===== config.mk =====
export PLATFORM = sky130hd
export DESIGN_NAME = spanning_index_bit_packer
export DESIGN_NICKNAME = d
export VERILOG_FILES = /design/src/rtl/core/sibp_pkg.sv /design/src/rtl/core/spanning_index_bit_packer.sv /design/src/rtl/core/sibp_front.sv /design/src/rtl/core/sibp_queue.sv /design/src/rtl/core/sibp_back.sv
export SDC_FILE = /design/constraint.sdc
export NUM_CORES = 1
export LEC_CHECK = 0
export ABC_AREA = 1
export BUFFER_PORTS_ARGS = -buffer_cell sky130_fd_sc_hd__buf_4
export CAP_MARGIN = 25
export CORE_ASPECT_RATIO = 0.7
export CORE_MARGIN = 10
export CORE_UTILIZATION = 45
export DETAILED_ROUTE_END_ITERATION = 7
export GPL_ROUTABILITY_DRIVEN = 0
export MAX_ROUTING_LAYER = met4
export PLACE_DENSITY = 0.64
export SLEW_MARGIN = 20
export SYNTH_ARGS = -nofsm -noshare
export SYNTH_HDL_FRONTEND = slang
export SYNTH_SLANG_ARGS = --single-unit

===== constraint.sdc =====
create_clock -name clk_i -period 11.17 [get_ports clk_i]
set_input_delay 1.117 -clock clk_i [delete_from_list [all_inputs] [get_ports clk_i]]
set_output_delay 1.117 -clock clk_i [all_outputs]
set_load 0.005 [all_outputs]

===== src/rtl/core/sibp_pkg.sv =====
`timescale 1ns / 1ps
// Shared types and constants for the spanning index bit packer.
// No dependencies; imported by every module of the block.
package sibp_pkg;

  localparam int unsigned WordBits    = 64;
  localparam int unsigned IdxBits     = 16;
  localparam int unsigned SizeBits    = 17;
  // Holds any index width up to the index port width IdxBits (16).
  localparam int unsigned WidthBits   = 6;
  localparam int unsigned FillBits    = 6;
  localparam logic [WidthBits-1:0] MinWidth = WidthBits'(2);

  // One classified item: masked index, its width and the final flag.
  typedef struct packed {
    logic [IdxBits-1:0]   idx;
    logic [WidthBits-1:0] width;
    logic                 fin;
  } sibp_entry_t;

  // One result word waiting for the output side.
  typedef struct packed {
    logic [WordBits-1:0] word;
    logic                last;
  } sibp_word_t;

endpackage


===== src/rtl/core/spanning_index_bit_packer.sv =====
`timescale 1ns / 1ps
// An accepted index goes through the queue and then the output register.
// Throughput: one index per cycle while in_stall_o is low; an index that both
// fills a word and flushes a final partial word parks the second in a spare slot.
// Reset: palette width back to 2 bits, accumulator and fill empty, queue empty,
// no output valid. Top level; uses sibp_pkg, sibp_front, sibp_queue, sibp_back.
module spanning_index_bit_packer #(
  parameter int unsigned INDEX_BITS = 16
) (
  input  logic                          clk_i,
  input  logic                          rst_ni,
  input  logic                          palette_size_we_i,
  input  logic [sibp_pkg::SizeBits-1:0] palette_size_i,
  input  logic                          in_valid_i,
  output logic                          in_stall_o,
  input  logic [sibp_pkg::IdxBits-1:0]  palette_index_i,
  input  logic                          final_item_i,
  output logic                          out_valid_o,
  input  logic                          out_stall_i,
  output logic [sibp_pkg::WordBits-1:0] packed_word_o,
  output logic                          last_word_o
);
  import sibp_pkg::*;

  logic        push;
  logic        q_full;
  logic        q_valid;
  logic        pop;
  sibp_entry_t push_entry;
  sibp_entry_t head_entry;

  sibp_front #(
    .INDEX_BITS (INDEX_BITS)
  ) u_front (
    .clk_i             (clk_i),
    .rst_ni            (rst_ni),
    .palette_size_we_i (palette_size_we_i),
    .palette_size_i    (palette_size_i),
    .in_valid_i        (in_valid_i),
    .in_stall_o        (in_stall_o),
    .palette_index_i   (palette_index_i),
    .final_item_i      (final_item_i),
    .q_full_i          (q_full),
    .push_o            (push),
    .entry_o           (push_entry)
  );

  sibp_queue u_queue (
    .clk_i   (clk_i),
    .rst_ni  (rst_ni),
    .push_i  (push),
    .entry_i (push_entry),
    .full_o  (q_full),
    .pop_i   (pop),
    .valid_o (q_valid),
    .entry_o (head_entry)
  );

  sibp_back u_back (
    .clk_i         (clk_i),
    .rst_ni        (rst_ni),
    .q_valid_i     (q_valid),
    .entry_i       (head_entry),
    .pop_o         (pop),
    .out_valid_o   (out_valid_o),
    .out_stall_i   (out_stall_i),
    .packed_word_o (packed_word_o),
    .last_word_o   (last_word_o)
  );

endmodule


===== src/rtl/core/sibp_front.sv =====
`timescale 1ns / 1ps
// Front end: holds the palette width setting, masks each index to it and
// pushes the classified transaction into the queue. Depends on sibp_pkg.
module sibp_front #(
  parameter int unsigned INDEX_BITS = 16
) (
  input  logic                         clk_i,
  input  logic                         rst_ni,
  input  logic                         palette_size_we_i,
  input  logic [sibp_pkg::SizeBits-1:0] palette_size_i,
  input  logic                         in_valid_i,
  output logic                         in_stall_o,
  input  logic [sibp_pkg::IdxBits-1:0] palette_index_i,
  input  logic                         final_item_i,
  input  logic                         q_full_i,
  output logic                         push_o,
  output sibp_pkg::sibp_entry_t        entry_o
);
  import sibp_pkg::*;

  localparam logic [WidthBits-1:0] MaxWidth = WidthBits'(INDEX_BITS);

  logic [WidthBits-1:0] width_q, width_d;
  logic [SizeBits-1:0]  size_m1;
  logic [WidthBits-1:0] bit_len;
  logic [IdxBits-1:0]   mask;

  // Bit length of (size - 1) is ceil(log2(size)); size zero counts as one.
  always_comb begin
    size_m1 = (palette_size_i != '0) ? palette_size_i - SizeBits'(1) : '0;
    bit_len = '0;
    for (int i = 0; i < SizeBits; i++) begin
      if (size_m1[i]) begin
        bit_len = WidthBits'(i + 1);
      end
    end
  end

  always_comb begin
    width_d = width_q;
    if (palette_size_we_i) begin
      if (bit_len > MaxWidth) begin
        width_d = MaxWidth;
      end else if (bit_len < MinWidth) begin
        width_d = MinWidth;
      end else begin
        width_d = bit_len;
      end
    end
  end

  always_ff @(posedge clk_i or negedge rst_ni) begin
    if (!rst_ni) begin
      width_q <= MinWidth;
    end else begin
      width_q <= width_d;
    end
  end

  always_comb begin
    for (int i = 0; i < IdxBits; i++) begin
      mask[i] = (WidthBits'(i) < width_q);
    end
  end

  assign in_stall_o    = q_full_i;
  assign push_o        = in_valid_i & ~q_full_i;
  assign entry_o.idx   = palette_index_i & mask;
  assign entry_o.width = width_q;
  assign entry_o.fin   = final_item_i;

endmodule


===== src/rtl/core/sibp_queue.sv =====
`timescale 1ns / 1ps
// Two-entry queue of classified transactions between front and back end.
// Depends on sibp_pkg for the entry type.
module sibp_queue (
  input  logic                  clk_i,
  input  logic                  rst_ni,
  input  logic                  push_i,
  input  sibp_pkg::sibp_entry_t entry_i,
  output logic                  full_o,
  input  logic                  pop_i,
  output logic                  valid_o,
  output sibp_pkg::sibp_entry_t entry_o
);
  import sibp_pkg::*;

  sibp_entry_t mem_q [2];
  logic        wr_ptr_q, wr_ptr_d;
  logic        rd_ptr_q, rd_ptr_d;
  logic [1:0]  count_q, count_d;

  always_comb begin
    wr_ptr_d = wr_ptr_q ^ push_i;
    rd_ptr_d = rd_ptr_q ^ pop_i;
    count_d  = count_q + {1'b0, push_i} - {1'b0, pop_i};
  end

  always_ff @(posedge clk_i or negedge rst_ni) begin
    if (!rst_ni) begin
      wr_ptr_q <= 1'b0;
      rd_ptr_q <= 1'b0;
      count_q  <= '0;
    end else begin
      wr_ptr_q <= wr_ptr_d;
      rd_ptr_q <= rd_ptr_d;
      count_q  <= count_d;
    end
  end

  always_ff @(posedge clk_i) begin
    if (push_i) begin
      mem_q[wr_ptr_q] <= entry_i;
    end
  end

  assign full_o  = count_q[1];
  assign valid_o = (count_q != '0);
  assign entry_o = mem_q[rd_ptr_q];

endmodule


===== src/rtl/core/sibp_back.sv =====
`timescale 1ns / 1ps
// Back end: shifts each index into the 64-bit accumulator, emits full and
// flushed words through an output register and a spare word slot. Uses sibp_pkg.
module sibp_back (
  input  logic                          clk_i,
  input  logic                          rst_ni,
  input  logic                          q_valid_i,
  input  sibp_pkg::sibp_entry_t         entry_i,
  output logic                          pop_o,
  output logic                          out_valid_o,
  input  logic                          out_stall_i,
  output logic [sibp_pkg::WordBits-1:0] packed_word_o,
  output logic                          last_word_o
);
  import sibp_pkg::*;

  logic [WordBits-1:0]   acc_q, acc_d;
  logic [FillBits-1:0]   fill_q, fill_d;
  logic                  out_valid_q, out_valid_d;
  sibp_word_t            out_q, out_d;
  logic                  pend_valid_q, pend_valid_d;
  sibp_word_t            pend_q, pend_d;

  logic [2*WordBits-1:0] shifted;
  logic [WordBits-1:0]   acc_or, acc_n;
  logic [FillBits:0]     sum;
  logic                  word_full;
  logic [FillBits-1:0]   fill_n;
  logic                  have0, have1;
  sibp_word_t            res0, res1;
  logic                  slot_free;

  // Upper half of the wide shift is the part of the index that spills over.
  always_comb begin
    shifted   = {{(2*WordBits-IdxBits){1'b0}}, entry_i.idx} << fill_q;
    acc_or    = acc_q | shifted[WordBits-1:0];
    sum       = {1'b0, fill_q} + (FillBits+1)'(entry_i.width);
    word_full = sum[FillBits];
    fill_n    = sum[FillBits-1:0];
    acc_n     = word_full ? shifted[2*WordBits-1:WordBits] : acc_or;

    have0      = word_full | entry_i.fin;
    res0.word  = word_full ? acc_or : acc_n;
    res0.last  = entry_i.fin & (~word_full | (fill_n == '0));
    have1      = word_full & entry_i.fin & (fill_n != '0);
    res1.word  = acc_n;
    res1.last  = 1'b1;
  end

  assign slot_free = ~out_valid_q | ~out_stall_i;
  assign pop_o     = q_valid_i & ~pend_valid_q & slot_free;

  always_comb begin
    acc_d        = acc_q;
    fill_d       = fill_q;
    out_valid_d  = out_valid_q;
    out_d        = out_q;
    pend_valid_d = pend_valid_q;
    pend_d       = pend_q;

    if (pop_o) begin
      // Restart the stream after a final transaction.
      acc_d  = entry_i.fin ? '0 : acc_n;
      fill_d = entry_i.fin ? '0 : fill_n;
    end

    if (slot_free) begin
      if (pend_valid_q) begin
        out_valid_d  = 1'b1;
        out_d        = pend_q;
        pend_valid_d = 1'b0;
      end else if (pop_o) begin
        out_valid_d  = have0;
        out_d        = res0;
        pend_valid_d = have1;
        pend_d       = res1;
      end else begin
        out_valid_d  = 1'b0;
      end
    end
  end

  always_ff @(posedge clk_i or negedge rst_ni) begin
    if (!rst_ni) begin
      acc_q        <= '0;
      fill_q       <= '0;
      out_valid_q  <= 1'b0;
      pend_valid_q <= 1'b0;
    end else begin
      acc_q        <= acc_d;
      fill_q       <= fill_d;
      out_valid_q  <= out_valid_d;
      pend_valid_q <= pend_valid_d;
    end
  end

  always_ff @(posedge clk_i) begin
    out_q  <= out_d;
    pend_q <= pend_d;
  end

  assign out_valid_o   = out_valid_q;
  assign packed_word_o = out_q.word;
  assign last_word_o   = out_q.last;

endmodule


Word-level counts from Yosys, hierarchy flattened:

Memories as Yosys holds them, arrays and structs flattened.
Cells that the tools add are included.

* flip-flop bits (word level): 211
* memory bits (writable): 46
* logic and storage cells: 92
* memories kept: 1

Memory list
* u_queue.mem_q: words 2, width 23, read ports 1, clocked after memory_dff 0, write ports 1, line sibp_queue.sv:16 `sibp_entry_t mem_q [2];`

* $add $sub $neg: 4
* magnitude comparators: 18
* shifts and indexed selects: 1
* mux-type cells: 32
* bitwise logic cells: 18
* reduce and logical (&&, ||, !) cells: 7

Operators with widths (count)
* 2-to-1 mux 64 bit: 3
* 2-to-1 mux 65 bit: 2
* << shifter 16 x 6 -> 128 bit: 1
* 2-to-1 mux 6 bit: 19
* OR 64 bit: 1
* less-than comparator 4 x 6 -> 1 bit (first input constant): 8
* less-than comparator 3 x 6 -> 1 bit (first input constant): 4
* 2-to-1 mux 17 bit: 1
* nonzero test 17 bit: 1
* subtractor 17 x 1 -> 17 bit (second input constant): 1
* bitwise AND 16 bit: 1
* less-than comparator 1 x 6 -> 1 bit (first input constant): 2
* less-than comparator 2 x 6 -> 1 bit (first input constant): 2
* adder 6 x 6 -> 7 bit: 1
* 2-to-1 mux 1 bit: 7
* bitwise AND 1 bit: 6
* > comparator 6 x 5 -> 1 bit (second input constant): 1
* logical NOT 6 bit: 1
* less-than comparator 6 x 2 -> 1 bit (second input constant): 1
* nonzero test 6 bit: 1
* inverter 1 bit: 5
* nonzero test 2 bit: 2
* OR 1 bit: 3
* AND reduction 3 bit: 1
* other kinds (4): 5

Longest topological paths before layout:

* word-level depth: 22
* depth in mapped cells: 19

Cells and area by module:

From an unflattened synthesis, not the netlist that was laid out.

* cell total of the unflattened synthesis: 1521
* area, all modules: 13570.5 um^2

By module, submodules not included
* sibp_back: times used 1, cells each 1174, area an instance 10461.3 um^2, sequential area each 5675.4 um^2
* sibp_queue: times used 1, cells each 143, area an instance 1969.4 um^2, sequential area each 1481.4 um^2
* sibp_front: times used 1, cells each 204, area an instance 1139.8 um^2, sequential area each 126.4 um^2

Worst setup path before layout:

No wires, ideal clock.

* kind: input to register
* start: input port out_stall_i
* end: register u_back.pend_q[10] (netlist name), enable pin
* setup time: 0.565 ns
* arrival: 5.604 ns
* data required time: 10.605 ns
* setup slack: 5.001 ns
* cell stages on the path: 3
* path buffers: 0
* cells stage by stage: nand2_1 inv_1 nor3_1

* word-level cells in the longest chain between the ends: 4

Ends and longest elaborated chain
* from (decl): line spanning_index_bit_packer.sv:19 `input logic out_stall_i,`
* inverter 1 bit *: line sibp_back.sv:50 `assign slot_free = ~out_valid_q | ~out_stall_i;`
* OR 1 bit *: line sibp_back.sv:50
* bitwise AND 1 bit: line sibp_back.sv:51 `assign pop_o = q_valid_i & ~pend_valid_q & slot_free;`
* AND reduction 3 bit (no source line) *
* to (signal assigned): line sibp_back.sv:99 `pend_q <= pend_d;`
* to (decl): line sibp_back.sv:22 `sibp_word_t pend_q, pend_d;`

Every way passes the cells marked *; elsewhere a longest branch is shown, timed or not.
A chain may end at the register's enable or synchronous reset.

Worst setup path in the final report:

* start: register u_queue.rd_ptr_q
* end: register u_back.acc_q[0]

* word-level cells in the longest chain between the ends: 5
* elaborated cells between the ends (all ways): 6
* those cells by class: add/sub: 1; shift: 1; mux: 2; bitwise: 1; memory: 1

Ends and longest elaborated chain
* from (decl): line sibp_queue.sv:18 `logic rd_ptr_q, rd_ptr_d;`
* from (signal assigned): line sibp_queue.sv:34 `rd_ptr_q <= rd_ptr_d;`
* memory read (2 x 23 bit) *
* << shifter 16 x 6 -> 128 bit: line sibp_back.sv:35 `shifted = {{(2*WordBits-IdxBits){1'b0}}, entry_i.idx} << fill_q;`
* OR 64 bit: line sibp_back.sv:36 `acc_or = acc_q | shifted[WordBits-1:0];`
* 2-to-1 mux 64 bit *: line sibp_back.sv:40 `acc_n = word_full ? shifted[2*WordBits-1:WordBits] : acc_or;`
* named net u_back.acc_n[0]: line sibp_back.sv:25 `logic [WordBits-1:0] acc_or, acc_n;`
* 2-to-1 mux 64 bit *: line sibp_back.sv:63 `acc_d = entry_i.fin ? '0 : acc_n;`
* to (signal assigned): line sibp_back.sv:85 `acc_q <= '0;`
* to (signal assigned): line sibp_back.sv:90 `acc_q <= acc_d;`
* to (decl): line sibp_back.sv:17 `logic [WordBits-1:0] acc_q, acc_d;`

The timed path passes the listed nets; every way through them passes the cells marked *.

==> summary.txt <==
Endpoints failing hold: 0
Die H: 163 um
Crit path time final: 4.11 ns
Status: completed
Root Driver: clkbuf_16
Most common cell after layout, fill and taps aside: nand2_1
CTS Buffer Depth: 3
Worst Hold Depth: 2
Chip Width: 224 um
FP Rows: 52
Vias in the first global route: 9838
Fin Setup TNS: 0 ns
GR Util met2: 26.9%
Max cap viols: 0
CTS Buf Count: 26
Crit start category: register
CTS tree: yes
Total die area: 0.0365 mm2
Setup Buffers After CTS: 0
Routed vias/inst: 5.40
Largest net degree at the start of global routing: 72
Fillers: 2642
Via count: 10500
Fin crit share: 36.8%
Post-DP HPWL: 22.9 mm
CP cell instances: buf_4 -> inv_4 -> nand2_1 -> nand2_1 -> ha_1 -> fa_1 -> a21oi_1 -> nor2_1 -> nor2_1 -> nor2_1 -> o21ai_4 -> buf_4 -> inv_2 -> a31o_2 -> nand2_1 -> o21ai_0
Drt total wl: 34.0 mm
GRT overflow: 0
Distinct cells, synth: 51
PD cells: 306 mW/mm2
Mapped Area: 0.0131 mm2
VDD IR-drop max: 0.170 mV
Max Freq: 243 MHz
Hold buffers post-CTS: 0
Grt met3 use: 5.09%
Final #Nets: 1600
Core region area: 0.0288 mm2
Stages on worst setup path: 16
Warnings from Yosys: 0
Max_slew headroom: 33.0%
FF+latch count, synth: 254
Layout cell share with drive strength beyond 1: 16.0%
R2r setup slk: 7.06 ns
Buf+Inv Stages, Crit Path: 4
CP peak stage delay: 0.62 ns
Delay-heaviest family, CP: buffers and inverters
Register area: 0.00722 mm2
Mapped Nets: 1533
Avg Cell Area, Syn: 8.85 um2
Post-synthesis simple-gate area fraction: 27.6%
Layer with the highest usage: met2
Adder-cell share of the synthesized area: 1.11%
Syn-to-layout area delta: 14.5%
HP Start: u_back.acc_q[14]
Commonest cells after routing, fill and taps aside: 414 x nand2_1, 187 x nand3_1, 173 x edfxtp_1, 129 x inv_1, 117 x buf_4
Post_cts resized: 0
Detailed Route Iter0 Violations: 954
Area after DPL: 0.0141 mm2
Port Buf Inserts: 105
# setup viols final: 0
Crit Path Max Fanout: 64
Hold Path Class: reg2reg
WHS Endpoint: u_back.acc_q[14]
Slew @ Worst Pin: 1.00 ns
Post-synthesis compound-gate area fraction: 8.49%
Ports: 106
Worst flop-to-flop path endpoint: u_back.acc_q[0]
Slew Limit Fails: 0
Multiplexer share of the synthesized area: 0%
First-pass GRT wire length: 53.7 mm
Worst Setup End Kind: register
Worst-Skew Late Latency: 0.54 ns
ANT nets after route: 0
Area of the multi-input gates: 0.00500 mm2
Reg2Reg Depth: 16
Gr usage total: 18.8%
Post-Synth XOR/XNOR Area: 0.667%
Reg2reg start: u_queue.rd_ptr_q
DRC viols: 0
Drt pass-1 iters: 7
Met1 usage: 26.2%
LEAKAGE: 6.91 nW
Crit-path slowest cell: inv_2
WP data arrival: 4.51 ns
Clock sinks: 254
Seq/Total Area, Yosys: 55.0%
Routed wire per std cell: 17.4 um
Antenna violations before repair: 2
Starting Density: 45.6%
Synth Instances: 1483
Unrepaired setup endpoints after global routing: false
Clock-pin slew on the worst setup and hold paths: 0.06 ns
H-tree depth: 1
Post-route cell area: 0.0150 mm2
WS Path Type: reg2reg
Largest family of logic cells by synthesized area: simple AND/OR/NAND/NOR gates
Clk_skew: 0.0147 ns
Worst EP required: 11.57 ns
## per-stage QoR
step | util, % | setup WS (ns) | cells | total power [mW] | hold slack (ns)
2_1_floorplan | - | 5.00 | 1483 | 3.02 | 0.440
3_3_place_gp | 48.9 | 7.16 | 1899 | 3.63 | 0.460
5_1_grt | 52.2 | 6.75 | 1950 | 4.93 | 0.493
3_5_place_dp | 48.9 | 7.10 | 1899 | 3.67 | 0.465
4_1_cts | 52.1 | 7.09 | 1947 | 4.62 | 0.482
6_report | 52.2 | 7.06 | 1950 | 4.61 | 0.481
## state kept, by name (all words and copies together), names as in the netlist, 2 cells and up
register	cells
u_back.acc_q	64
u_back.fill_q	6
u_back.packed_word_o	64
u_back.pend_q	64
u_front.width_q	5
u_queue.count_q	2
u_queue.mem_q	44
## worst register-to-register path, cell delays in order, from the launching register on
cell and delay (ns):
dfrtp_1 0.32, buf_4 0.28, inv_4 0.18, nand2_1 0.09
nand2_1 0.06, ha_1 0.21, fa_1 0.41, a21oi_1 0.15
nor2_1 0.06, nor2_1 0.14, nor2_1 0.09, o21ai_4 0.11
buf_4 0.61, inv_2 0.68, a31o_2 0.48, nand2_1 0.05
o21ai_0 0.08
## cell type report
cell class	instances	area share, %
Antenna cell	2	0.0333
Clock inverter	10	1.14
Timing Repair Buffer	118	5.94
Clock buffer	38	4.97
Multi-Input combinational cell	1012	33.3
Inverter	138	3.47
Tap cell	378	3.15
Sequential cell	254	48.0
## layer usage
metal / part of all wire, % / wire, um / vias up
met5: 0 / 0 / -
met4: 1.3 / 446 / 0
met3: 8.2 / 2800 / 38
met2: 43 / 14700 / 361
met1: 47 / 16000 / 5017
li1: - / - / 5119
## report_power, final
group	total (mW)	switching, mW	internal (mW)
Sequential	1.71	0.145	1.57
Clock	0.936	0.359	0.577
Combinational	1.96	1.32	0.637
Total	4.61	1.83	2.78
## worst max path at each step
| stage | startpoint | end |
|---|---|---|
| after CTS | u_queue.rd_ptr_q | u_back.acc_q[0] |
| after floorplan | out_stall_i | u_back.pend_q[10] |
| after global routing | u_queue.rd_ptr_q | u_back.acc_q[0] |
| after detailed placement | u_queue.rd_ptr_q | u_back.acc_q[0] |
| after global placement | u_queue.rd_ptr_q | u_back.acc_q[0] |
| final | u_queue.rd_ptr_q | u_back.acc_q[0] |
## synthesized netlist by cell type, drive strengths merged
master	n	area, um2
nand4	17	106
buf	55	320
nor2	119	477
o21ai	69	387
dfrtp	80	2000
o2111ai	1	8.76
o211ai	1	12.5
a31o	1	8.76
and2	19	146
nor3	5	25.0
a21o	1	7.51
nand3b	4	33.8
or2	4	25.0
dfstp	1	26.3
o21a	3	23.8
inv	138	521
xnor2	3	26.3
a31oi	58	363
o22ai	3	18.8
ha	10	125
clkbuf	24	90.1
nand2	433	1670
o221ai	1	8.76
nor3b	2	15.0
a21oi	35	198
o311a	1	10.0
a21boi	3	22.5
o21bai	4	33.8
fa	1	20.0
nand3	206	1130
o31ai	1	12.5
edfxtp	173	5190
xor2	7	61.3
## cell families (layout without fill, tap and decap cells)
| family | after synthesis | in the layout |
|---|---|---|
| flip-flops | 254 | 254 |
| other | 0 | 2 |
| adder cells (fa/ha/maj) | 11 | 11 |
| buffers and inverters | 217 | 304 |
| AO/OA/AOI/OAI | 182 | 182 |
| AND/OR/NAND/NOR | 809 | 809 |
| XOR/XNOR | 10 | 10 |
(Power assumes the default switching activity.)
